[config.mk]
export PLATFORM = sky130hd
export DESIGN_NAME = display_command_frame_parser_flat
export DESIGN_NICKNAME = d
export VERILOG_FILES = /design/src/dcfp_pkg.sv /design/src/dcfp_if.sv /design/src/dcfp_kw_match.sv /design/src/dcfp_parser.sv /design/src/display_command_frame_parser.sv /design/src/flat_wrapper.sv
export VERILOG_INCLUDE_DIRS = /design/src /design/src/src
export SDC_FILE = /design/constraint.sdc
export NUM_CORES = 1
export LEC_CHECK = 0
export BUFFER_PORTS_ARGS = -buffer_cell sky130_fd_sc_hd__buf_2
export CAP_MARGIN = 20
export CORE_ASPECT_RATIO = 0.9
export CORE_MARGIN = 2
export CORE_UTILIZATION = 28
export DETAILED_ROUTE_END_ITERATION = 6
export GPL_ROUTABILITY_DRIVEN = 0
export PLACE_DENSITY = 0.44
export SLEW_MARGIN = 20
export SYNTH_ARGS = -nofsm -noshare
export SYNTH_HDL_FRONTEND = slang
export SYNTH_SLANG_ARGS = --single-unit
[constraint.sdc]
create_clock -name clk -period 6.45 [get_ports clk]
set_input_delay 1.29 -clock clk [delete_from_list [all_inputs] [get_ports clk]]
set_output_delay 1.29 -clock clk [all_outputs]
set_load 0.02 [all_outputs]
[src/display_command_frame_parser_defines.svh]
// Assertion macros for the display command frame parser.
`ifndef DISPLAY_COMMAND_FRAME_PARSER_DEFINES_SVH
`define DISPLAY_COMMAND_FRAME_PARSER_DEFINES_SVH

`ifndef SYNTHESIS
// Clocked check, masked while reset is asserted.
`define DCFP_ASSERT_CLK(lbl, prop, msg) \
  lbl: assert property (@(posedge clk) disable iff (!rst_n) prop) else $error(msg);
// Clocked check that also holds across reset.
`define DCFP_ASSERT_RST(lbl, prop, msg) \
  lbl: assert property (@(posedge clk) prop) else $error(msg);
`else
`define DCFP_ASSERT_CLK(lbl, prop, msg)
`define DCFP_ASSERT_RST(lbl, prop, msg)
`endif

`endif

[src/dcfp_pkg.sv]
// Shared types, constants and keyword table of the display command frame parser.
package dcfp_pkg;

  localparam int DCFP_PAYLOAD_LIMIT = 100;

  localparam logic [7:0] START_BYTE = 8'h55;
  localparam logic [7:0] END_BYTE   = 8'h54;

  localparam int KW_COUNT   = 7;
  localparam int KW_MAX_LEN = 11;
  localparam int IDX_W      = 7;
  localparam int MODE_W     = 3;

  // Keywords, left-justified and zero padded to the longest one
  localparam logic [8*KW_MAX_LEN-1:0] KW_TEXT [KW_COUNT] = '{
    {"Automatic",   16'h0},
    {"Manual",      40'h0},
    {"System",      40'h0},
    {"SemiAuto",    24'h0},
    {"Tests",       48'h0},
    {"Update",      40'h0},
    {"Calibration"}
  };

  localparam logic [3:0] KW_LEN [KW_COUNT] = '{
    4'd9, 4'd6, 4'd6, 4'd8, 4'd5, 4'd6, 4'd11
  };

  typedef enum logic [5:0] {
    PH_WAIT    = 6'b000001,
    PH_TYPE    = 6'b000010,
    PH_ACTION  = 6'b000100,
    PH_LENGTH  = 6'b001000,
    PH_PAYLOAD = 6'b010000,
    PH_END     = 6'b100000
  } dcfp_phase_t;

  typedef struct packed {
    logic              payload_valid;
    logic [IDX_W-1:0]  payload_index;
    logic [7:0]        payload_byte;
    logic              frame_done;
    logic              frame_dropped;
    logic [7:0]        frame_type;
    logic [7:0]        frame_action;
    logic [IDX_W-1:0]  frame_length;
    logic [MODE_W-1:0] menu_mode;
    logic              mode_entered;
  } dcfp_result_t;

  // Character idx of keyword k, zero past the table width
  function automatic logic [7:0] kw_char(input logic [2:0] k, input logic [3:0] idx);
    logic [7:0] c;
    c = 8'h00;
    if (int'(idx) < KW_MAX_LEN) begin
      c = KW_TEXT[k][8*(KW_MAX_LEN-1-int'(idx)) +: 8];
    end
    return c;
  endfunction

endpackage

[src/dcfp_if.sv]
// Valid/ready channel interfaces for received bytes and parser results.
interface dcfp_in_if;
  logic       valid;
  logic       ready;
  logic [7:0] rx_byte;

  modport source (output valid, output rx_byte, input ready);
  modport sink   (input valid, input rx_byte, output ready);
endinterface

interface dcfp_out_if;
  logic       valid;
  logic       ready;
  logic       payload_valid;
  logic [6:0] payload_index;
  logic [7:0] payload_byte;
  logic       frame_done;
  logic       frame_dropped;
  logic [7:0] frame_type;
  logic [7:0] frame_action;
  logic [6:0] frame_length;
  logic [2:0] menu_mode;
  logic       mode_entered;

  modport source (
    output valid, input ready,
    output payload_valid, output payload_index, output payload_byte,
    output frame_done, output frame_dropped, output frame_type,
    output frame_action, output frame_length, output menu_mode,
    output mode_entered
  );
  modport sink (
    input valid, output ready,
    input payload_valid, input payload_index, input payload_byte,
    input frame_done, input frame_dropped, input frame_type,
    input frame_action, input frame_length, input menu_mode,
    input mode_entered
  );
endinterface

[src/dcfp_kw_match.sv]
// Keyword compare: per-byte mismatch mask and end-of-frame mode selection.
module dcfp_kw_match #(
  parameter int CNT_W = 7
) (
  input  logic [CNT_W-1:0]            count_i,
  input  logic [7:0]                  byte_i,
  input  logic [dcfp_pkg::KW_COUNT-1:0] hits_i,
  input  logic [CNT_W-1:0]            length_i,
  output logic [dcfp_pkg::KW_COUNT-1:0] miss_o,
  output logic                        hit_o,
  output logic [dcfp_pkg::MODE_W-1:0] mode_o
);
  import dcfp_pkg::*;

  logic [3:0] idx;

  assign idx = count_i[3:0];

  // A keyword drops out when the byte at its position differs
  always_comb begin
    for (int k = 0; k < KW_COUNT; k++) begin
      miss_o[k] = (9'(count_i) < 9'(KW_LEN[k])) && (kw_char(3'(k), idx) != byte_i);
    end
  end

  // Surviving keyword that fits in the payload picks the mode
  always_comb begin
    hit_o  = 1'b0;
    mode_o = '0;
    for (int k = 0; k < KW_COUNT; k++) begin
      if (hits_i[k] && (9'(length_i) >= 9'(KW_LEN[k]))) begin
        hit_o  = 1'b1;
        mode_o = MODE_W'(k + 1);
      end
    end
  end

endmodule

[src/dcfp_parser.sv]
// Frame parser state and per-byte result logic.
module dcfp_parser #(
  parameter int PAYLOAD_LIMIT = dcfp_pkg::DCFP_PAYLOAD_LIMIT
) (
  input  logic                  clk,
  input  logic                  rst_n,
  input  logic                  step_i,
  input  logic [7:0]            byte_i,
  output dcfp_pkg::dcfp_result_t res_o
);
  import dcfp_pkg::*;

  localparam int CNT_W = $clog2(PAYLOAD_LIMIT);

  dcfp_phase_t         phase_r, phase_nxt;
  logic [7:0]          type_r, type_nxt;
  logic [7:0]          action_r, action_nxt;
  logic [CNT_W-1:0]    len_r, len_nxt;
  logic [CNT_W-1:0]    count_r, count_nxt;
  logic [KW_COUNT-1:0] hits_r, hits_nxt;
  logic [MODE_W-1:0]   mode_r, mode_nxt;

  logic [KW_COUNT-1:0] kw_miss;
  logic                kw_hit;
  logic [MODE_W-1:0]   kw_mode;
  logic                last_byte;

  dcfp_kw_match #(.CNT_W(CNT_W)) u_kw (
    .count_i  (count_r),
    .byte_i   (byte_i),
    .hits_i   (hits_r),
    .length_i (len_r),
    .miss_o   (kw_miss),
    .hit_o    (kw_hit),
    .mode_o   (kw_mode)
  );

  assign last_byte = ((CNT_W+1)'(count_r) + (CNT_W+1)'(1)) >= (CNT_W+1)'(len_r);

  // Next state and result for the byte in hand
  always_comb begin
    phase_nxt  = phase_r;
    type_nxt   = type_r;
    action_nxt = action_r;
    len_nxt    = len_r;
    count_nxt  = count_r;
    hits_nxt   = hits_r;
    mode_nxt   = mode_r;
    res_o      = '0;

    unique case (phase_r)
      PH_WAIT: begin
        if (byte_i == START_BYTE) begin
          hits_nxt  = '1;
          phase_nxt = PH_TYPE;
        end
      end
      PH_TYPE: begin
        type_nxt  = byte_i;
        phase_nxt = PH_ACTION;
      end
      PH_ACTION: begin
        action_nxt = byte_i;
        phase_nxt  = PH_LENGTH;
      end
      PH_LENGTH: begin
        if (9'(byte_i) < 9'(PAYLOAD_LIMIT)) begin
          len_nxt   = CNT_W'(byte_i);
          count_nxt = '0;
          phase_nxt = (byte_i == 8'h00) ? PH_END : PH_PAYLOAD;
        end else begin
          res_o.frame_dropped = 1'b1;
          phase_nxt           = PH_WAIT;
        end
      end
      PH_PAYLOAD: begin
        hits_nxt            = hits_r & ~kw_miss;
        res_o.payload_valid = 1'b1;
        res_o.payload_index = IDX_W'(count_r);
        res_o.payload_byte  = byte_i;
        count_nxt           = count_r + CNT_W'(1);
        if (last_byte) begin
          phase_nxt = PH_END;
        end
      end
      PH_END: begin
        if (byte_i == END_BYTE) begin
          res_o.frame_done   = 1'b1;
          res_o.frame_type   = type_r;
          res_o.frame_action = action_r;
          res_o.frame_length = IDX_W'(len_r);
          if (kw_hit) begin
            mode_nxt           = kw_mode;
            res_o.mode_entered = 1'b1;
          end
        end else begin
          res_o.frame_dropped = 1'b1;
        end
        phase_nxt = PH_WAIT;
      end
      default: begin
        phase_nxt = PH_WAIT;
      end
    endcase

    res_o.menu_mode = mode_nxt;
  end

  // State registers advance once per processed byte
  always_ff @(posedge clk) begin
    if (!rst_n) begin
      phase_r  <= PH_WAIT;
      type_r   <= '0;
      action_r <= '0;
      len_r    <= '0;
      count_r  <= '0;
      hits_r   <= '1;
      mode_r   <= '0;
    end else if (step_i) begin
      phase_r  <= phase_nxt;
      type_r   <= type_nxt;
      action_r <= action_nxt;
      len_r    <= len_nxt;
      count_r  <= count_nxt;
      hits_r   <= hits_nxt;
      mode_r   <= mode_nxt;
    end
  end

endmodule

[src/display_command_frame_parser.sv]
// A byte taken from the input waits in the input register until the parser steps on it;
// its result is held in the result register until it transfers on the out channel.
// Throughput: one byte per cycle while the out channel does not stall; the parser
// state loop updates once per byte. The input register and the result register let a
// byte enter while a result waits. Reset (rst_n low, synchronous) empties both registers,
// returns the parser to waiting for a start byte and sets the menu mode to idle.
module display_command_frame_parser #(
  parameter int PAYLOAD_LIMIT = dcfp_pkg::DCFP_PAYLOAD_LIMIT
) (
  input logic       clk,
  input logic       rst_n,
  dcfp_in_if.sink   in_if,
  dcfp_out_if.source out_if
);
  import dcfp_pkg::*;

  `include "display_command_frame_parser_defines.svh"

  logic         s1_valid_r;
  logic [7:0]   s1_byte_r;
  logic         out_valid_r;
  dcfp_result_t res_r;
  dcfp_result_t res;
  logic         out_take;
  logic         step;

  // Pipeline advance
  assign out_take    = !out_valid_r || out_if.ready;
  assign step        = s1_valid_r && out_take;
  assign in_if.ready = !s1_valid_r || step;

  dcfp_parser #(.PAYLOAD_LIMIT(PAYLOAD_LIMIT)) u_parser (
    .clk    (clk),
    .rst_n  (rst_n),
    .step_i (step),
    .byte_i (s1_byte_r),
    .res_o  (res)
  );

  // Input register
  always_ff @(posedge clk) begin
    if (!rst_n) begin
      s1_valid_r <= 1'b0;
    end else if (in_if.valid && in_if.ready) begin
      s1_valid_r <= 1'b1;
    end else if (step) begin
      s1_valid_r <= 1'b0;
    end
  end

  always_ff @(posedge clk) begin
    if (in_if.valid && in_if.ready) begin
      s1_byte_r <= in_if.rx_byte;
    end
  end

  // Result register
  always_ff @(posedge clk) begin
    if (!rst_n) begin
      out_valid_r <= 1'b0;
    end else if (step) begin
      out_valid_r <= 1'b1;
    end else if (out_if.ready) begin
      out_valid_r <= 1'b0;
    end
  end

  always_ff @(posedge clk) begin
    if (step) begin
      res_r <= res;
    end
  end

  assign out_if.valid         = out_valid_r;
  assign out_if.payload_valid = res_r.payload_valid;
  assign out_if.payload_index = res_r.payload_index;
  assign out_if.payload_byte  = res_r.payload_byte;
  assign out_if.frame_done    = res_r.frame_done;
  assign out_if.frame_dropped = res_r.frame_dropped;
  assign out_if.frame_type    = res_r.frame_type;
  assign out_if.frame_action  = res_r.frame_action;
  assign out_if.frame_length  = res_r.frame_length;
  assign out_if.menu_mode     = res_r.menu_mode;
  assign out_if.mode_entered  = res_r.mode_entered;

  // Checks
  `DCFP_ASSERT_CLK(a_payload_not_close,
    out_valid_r |-> !(res_r.payload_valid && (res_r.frame_done || res_r.frame_dropped)),
    "payload byte reported together with frame close")
  `DCFP_ASSERT_CLK(a_entry_needs_done,
    (out_valid_r && res_r.mode_entered) |-> res_r.frame_done,
    "mode entry without a completed frame")
  `DCFP_ASSERT_CLK(a_stall_blocks_input,
    (s1_valid_r && out_valid_r && !out_if.ready) |-> !in_if.ready,
    "input taken while both registers are full")
  `DCFP_ASSERT_RST(a_reset_empties,
    !rst_n |=> (!out_valid_r && !s1_valid_r),
    "pipeline not empty after reset")

endmodule

[src/flat_wrapper.sv]
// flat-port wrapper written by rule: the top's interface ports become plain ports
module display_command_frame_parser_flat import dcfp_pkg::*;
#(
  parameter int PAYLOAD_LIMIT = dcfp_pkg::DCFP_PAYLOAD_LIMIT
)
  (clk, rst_n, in_if_valid, in_if_rx_byte, in_if_ready, out_if_valid, out_if_ready, out_if_payload_valid, out_if_payload_index, out_if_payload_byte, out_if_frame_done, out_if_frame_dropped, out_if_frame_type, out_if_frame_action, out_if_frame_length, out_if_menu_mode, out_if_mode_entered);
  dcfp_in_if in_if_i ();
  dcfp_out_if out_if_i ();
  input logic clk;
  input logic rst_n;
  input wire logic [$bits(in_if_i.valid)-1:0] in_if_valid;
  input wire logic [$bits(in_if_i.rx_byte)-1:0] in_if_rx_byte;
  output wire logic [$bits(in_if_i.ready)-1:0] in_if_ready;
  output wire logic [$bits(out_if_i.valid)-1:0] out_if_valid;
  input wire logic [$bits(out_if_i.ready)-1:0] out_if_ready;
  output wire logic [$bits(out_if_i.payload_valid)-1:0] out_if_payload_valid;
  output wire logic [$bits(out_if_i.payload_index)-1:0] out_if_payload_index;
  output wire logic [$bits(out_if_i.payload_byte)-1:0] out_if_payload_byte;
  output wire logic [$bits(out_if_i.frame_done)-1:0] out_if_frame_done;
  output wire logic [$bits(out_if_i.frame_dropped)-1:0] out_if_frame_dropped;
  output wire logic [$bits(out_if_i.frame_type)-1:0] out_if_frame_type;
  output wire logic [$bits(out_if_i.frame_action)-1:0] out_if_frame_action;
  output wire logic [$bits(out_if_i.frame_length)-1:0] out_if_frame_length;
  output wire logic [$bits(out_if_i.menu_mode)-1:0] out_if_menu_mode;
  output wire logic [$bits(out_if_i.mode_entered)-1:0] out_if_mode_entered;
  assign in_if_i.valid = in_if_valid;
  assign in_if_i.rx_byte = in_if_rx_byte;
  assign in_if_ready = in_if_i.ready;
  assign out_if_valid = out_if_i.valid;
  assign out_if_i.ready = out_if_ready;
  assign out_if_payload_valid = out_if_i.payload_valid;
  assign out_if_payload_index = out_if_i.payload_index;
  assign out_if_payload_byte = out_if_i.payload_byte;
  assign out_if_frame_done = out_if_i.frame_done;
  assign out_if_frame_dropped = out_if_i.frame_dropped;
  assign out_if_frame_type = out_if_i.frame_type;
  assign out_if_frame_action = out_if_i.frame_action;
  assign out_if_frame_length = out_if_i.frame_length;
  assign out_if_menu_mode = out_if_i.menu_mode;
  assign out_if_mode_entered = out_if_i.mode_entered;
  display_command_frame_parser #(.PAYLOAD_LIMIT(PAYLOAD_LIMIT)) u_core (.clk(clk), .rst_n(rst_n), .in_if(in_if_i), .out_if(out_if_i));
endmodule
* After elaboration in Yosys (flattened, before gate mapping)
Cells that the tools add are included.
** Word-level totals
- Flip-flop bits (word level) :: 101
- Output and inout port bits :: 47
- Bits of input ports :: 12
** Cells by class
- Bitwise operators :: 2
- Mux-type cells :: 43
- Magnitude comparators :: 13
- Shifts and indexed selects :: 7
- Equality and inequality tests :: 18
- Add/subtract/negate cells :: 3
- Reductions and logical operators :: 32
** Operators with widths (number)
- $shiftx 88x32->8 const A :: 7
- $mux 8 :: 7
- $ne 8x8->1 :: 7
- $pmux 6 s5 :: 1
- $pmux 7 s2 :: 2
- $mux 6 :: 4
- $ge 7x4->1 const B :: 3
- $lt 7x4->1 const B :: 3
- $mux 3 :: 7
- $eq 8x7->1 const B :: 2
- $logic_and 1x1->1 :: 16
- $mux 1 :: 16
- $mux 16 :: 1
- $ge 7x3->1 const B :: 2
- $lt 7x3->1 const B :: 2
- $mux 7 :: 2
- $reduce_and 3->1 :: 4
- $add 7x1->8 const B :: 1
- $ge 8x7->1 :: 1
- $logic_not 8->1 :: 1
- $lt 8x7->1 const B :: 1
- $reduce_bool 2->1 :: 4
- $add 7x1->7 const B :: 1
- $and 7x7->7 :: 1
- 15 further kinds :: 22

* Depth between registers and ports, before layout
- Depth after elaboration :: 12
- Gate-level depth with buffers :: 14
- Depth with buffers taken out :: 11

* By module
A second synthesis with hierarchy kept.
** Unflattened totals
- Cell total of the unflattened synthesis :: 723
- Area, all modules :: 6522.5 um2
** Modules (own cells, without submodules)
- dcfp_parser :: cells an instance 299, area each 2508.7 um2, instances 1
- dcfp_kw_match :: cells an instance 362, area each 2318.5 um2, instances 1
- display_command_frame_parser :: cells an instance 62, area each 1695.4 um2, instances 1

* Worst setup path after synthesis
No wires, ideal clock.
- Path type :: input to register
- From :: input out_if_ready
- To :: register u_core.res_r (netlist bit u_core.out_if.frame_action[0]), enable pin
- Arrival :: 3214 ps
- Library setup time :: 427 ps
- Stages on the path :: 5
- Buffers on the path :: 2
- Setup slack :: 2809 ps
- Required time :: 6023 ps
- Cells stage by stage :: nor2b_1 -> nand2b_1 -> clkbuf_1 -> inv_1 -> clkbuf_1
** Between the ends
- Cells in the longest elaborated chain, start to end :: 2
** RTL lines
- start: declaration :: RTL line flat_wrapper.sv:15 : input wire logic [$bits(out_if_i.ready)-1:0] out_if_ready;
- $logic_or 1x1->1 :: RTL line display_command_frame_parser.sv:28 : assign out_take = !out_valid_r || out_if.ready;
- $logic_and 1x1->1 :: RTL line display_command_frame_parser.sv:29 : assign step = s1_valid_r && out_take;
- named net u_core.step :: RTL line display_command_frame_parser.sv:25 : logic step;
- end signal: assignment :: RTL line display_command_frame_parser.sv:70 : res_r <= res;
- end: declaration :: RTL line display_command_frame_parser.sv:22 : dcfp_result_t res_r;
The timed path passes the listed nets, and every way through them passes these cells.
A chain may end at the register's enable or synchronous reset.

* Worst setup path after layout
- From :: register u_core.u_parser.count_r[0]
- To :: register u_core.u_parser.phase_r[0]
** Between the ends
- Cells in the longest elaborated chain, start to end :: 4
** RTL lines
- start: declaration :: RTL line dcfp_parser.sv:19 : logic [CNT_W-1:0] count_r, count_nxt;
- start signal: assignment :: RTL line dcfp_parser.sv:124 : count_r <= count_nxt;
- $add 7x1->8 :: RTL line dcfp_parser.sv:38 : assign last_byte = ((CNT_W+1)'(count_r) + (CNT_W+1)'(1)) >= (CNT_W+1)'(len_r);
- $ge 8x7->1 :: RTL line dcfp_parser.sv:38
- $ne 2x2->1 (no line)
- $reduce_and 3->1 (no line)
- end signal: assignment :: RTL line dcfp_parser.sv:120 : phase_r <= phase_nxt;
- end: declaration :: RTL line dcfp_parser.sv:15 : dcfp_phase_t phase_r, phase_nxt;
Every way passes these cells.

==> results.cfg <==
[run_status]
status = finished, final reports clean

[sta]
drv_slew = 0
maxSlewHeadroom_pct = 31.7
finalHoldViolCount = 0
rsz0062_at_grt = no
setup_viol = 0
finalCritPeriodShare_pct = 59.4
worst-slew-pin-transition_ns = 1.02
fin_tns_setup_ns = 0
max_freq_mhz = 261
timing.final.ws_setup_ns = 2.62
clock_skew_ns = 0.0143
period_minus_slack_ns = 3.83

[critical_path]
r2r_end = u_core.u_parser.phase_r[0]
reg2reg_depth = 11
rrSetupSlack_ns = 2.62
crit_fanout = 60
cp-end-kind = flop
crit_path_start = u_core.u_parser.count_r[0]
r2r-start = u_core.u_parser.count_r[0]
cp-start-kind = flop
crit_type = reg2reg
cp.arrival_ns = 4.06
crit_required_ns = 6.68

[yosys]
synth_edf_count = 53
netlist_area_sq_mm = 0.00626
yosys_warnings = 0
ys_ff_latch = 101
synthDistinctLibCells = 82
yosysSeqAreaShare_pct = 40.8
synth-main-ff-cell = edfxtp_1
synth_area_per_cell_sq_um = 8.76
synthArstFlopShare_pct = 0
syn_nets = 735
syn_inst = 715

[detailed_routing]
viasPerCell = 5.37
wl_per_cell_um = 18.8
antenna_left = 0
drtIter0Drc = 608
drt_wl_total_um = 19300
dr.pass1.iters = 5
vias = 5519
drc = 0

[global_route]
grt_max_degree = 61
grt_overflow = 0
antenna_found_initial = 0
grt_pass1_vias = 5260
grt_pass1_wl_um = 30600
grt_usage_pct = 16.5

[placement]
io_buffer_count = 58
dpl.hpwl_um = 13000
dp_cells = 1011
pre_cts_ws_ns = 2.71
placed_cell_area_sq_mm = 0.00671

[pwr]
p_per_area_mw_per_mm2 = 195
cellLeakagePower_nw = 2.53
ir_drop_mv = 0.130
fin_total_pwr_mw = 1.37

[cts]
cts_tree = done
clockRootBuffer = clkbuf_16
clock_path_buffers = 2
clock_sinks = 101
cts_max_level = 3
post_cts_resize_count = 0
clk_pin_slew_ns = 0.07
postCtsSetupRepairBufs = 0
holdBufCountCts = 0
cts_buffers = 9
worstSkewPairLatency_ns = 0.36

[die]
rows = 51
io_pins = 59
start_util_pct = 28.7
core-area_sq_mm = 0.0218
die_w_um = 162
die_h_um = 146
dieArea_sq_mm = 0.0236

[min_path]
holdPathStages = 2
hold_class = reg2reg
min_to = u_core.u_parser.action_r[0]
min_from = u_core.u_parser.action_r[0]

[final_layout]
antenna_cells = 0
final_area_sq_mm = 0.00703
area_growth_pct = 12.3
drive_above_1_share_pct = 14.9
finish.net_count = 751
final_cell_mix = 80 x nor2_1, 58 x buf_2, 53 x edfxtp_1
final_cells = 1027
layout_commonest_cell = nor2_1

[run]
maxCapViolCount = 0
[cell usage after synthesis (15+ instances only)]
| master | n | share of area, % |
|---|---|---|
| dfxtp_1 | 48 | 15 |
| edfxtp_1 | 53 | 25 |
| nand3_1 | 22 | 1.8 |
| inv_1 | 16 | 0.96 |
| mux2i_1 | 18 | 2.9 |
| nand2_1 | 49 | 2.9 |
| buf_2 | 19 | 1.5 |
| a21oi_1 | 46 | 3.7 |
| nand2b_1 | 19 | 1.9 |
| nor2b_1 | 15 | 1.5 |
| o21ai_0 | 35 | 2.8 |
| clkbuf_1 | 29 | 1.7 |
| and2_1 | 37 | 3.7 |
| nor2_1 | 80 | 4.8 |
| nor3_1 | 16 | 1.3 |
| xnor2_1 | 32 | 4.5 |
[cell type report]
class | instances | area (sq um)
repair buffers | 66 | 350
inverters | 19 | 71.3
well taps | 291 | 364
flip-flops and latches | 101 | 2550
multi-input cells | 534 | 3370
clock buffers | 9 | 225
clock inverters | 7 | 90.1
fillers | 2308 | 14800
[through the flow]
step	hold slack (ns)	util, %
floorplan	0.446	-
global placement	0.466	30.8
detailed placement	0.474	30.8
CTS	0.485	32.2
global route	0.519	32.2
finish	0.485	32.2
[kinds of logic (layout without fill, tap and decap cells)]
group	after synthesis	count (layout)	share of synthesized area (%)
compound gates	172	172	18.7
flops	101	101	40.8
mux	20	20	3.30
fa+ha+maj	9	9	1.76
buf+inv	80	101	5.44
xor+xnor	40	40	5.60
simple gates	293	293	24.5
[registers in the layout, indices dropped and copies added, names as in the netlist]
| name | cells |
|---|---|
| u_core.out_if.frame_action | 8 |
| u_core.out_if.frame_done | 1 |
| u_core.out_if.frame_dropped | 1 |
| u_core.out_if.frame_length | 7 |
| u_core.out_if.frame_type | 8 |
| u_core.out_if.menu_mode | 3 |
| u_core.out_if.mode_entered | 1 |
| u_core.out_if.payload_byte | 8 |
| u_core.out_if.payload_index | 7 |
| u_core.out_if.payload_valid | 1 |
| u_core.out_if.valid | 1 |
| u_core.s1_byte_r | 8 |
| u_core.s1_valid_r | 1 |
| u_core.u_parser.action_r | 8 |
| u_core.u_parser.count_r | 7 |
| u_core.u_parser.hits_r | 7 |
| u_core.u_parser.len_r | 7 |
| u_core.u_parser.mode_r | 3 |
| u_core.u_parser.phase_r | 6 |
| u_core.u_parser.type_r | 8 |
[routing by layer]
layer	vias up	share of wire [%]	track usage, %
met1	2620	47	23.8
met4	0	2.9	6.68
met2	254	42	23.1
met5	-	0	0
met3	40	8.5	4.59
li1	2605	-	-
[report_power, final]
part	internal, mW	switching [mW]
combinational	0.0254	0.0539
sequential	0.692	0.0234
clock	0.310	0.267
[critical path: stages, from the launching register on]
cell and delay [ns]:
dfxtp_2 0.31, buf_4 0.48, ha_1 0.82, and2_1 0.42, nand4_1 0.16, xnor2_1 0.24, ha_1 0.18, a311oi_1 0.06
a211oi_1 0.24, and2_1 0.42, nor4b_1 0.26, o21ai_0 0.10
[worst max path at each step]
| stage | to | slack (ns) | cells past startpoint |
|---|---|---|---|
| 6_report | u_core.u_parser.phase_r[0] | 2.62 | 11 |
| 5_1_grt | u_core.u_parser.phase_r[0] | 2.37 | 11 |
| 4_1_cts | u_core.u_parser.phase_r[0] | 2.68 | 11 |
| 3_5_place_dp | u_core.u_parser.phase_r[0] | 2.71 | 11 |
| 3_3_place_gp | u_core.u_parser.phase_r[0] | 2.80 | 11 |
| 2_1_floorplan | u_core.out_if.frame_action[0] | 2.81 | 5 |
Note: power is estimated with default switching activity, not from simulation.
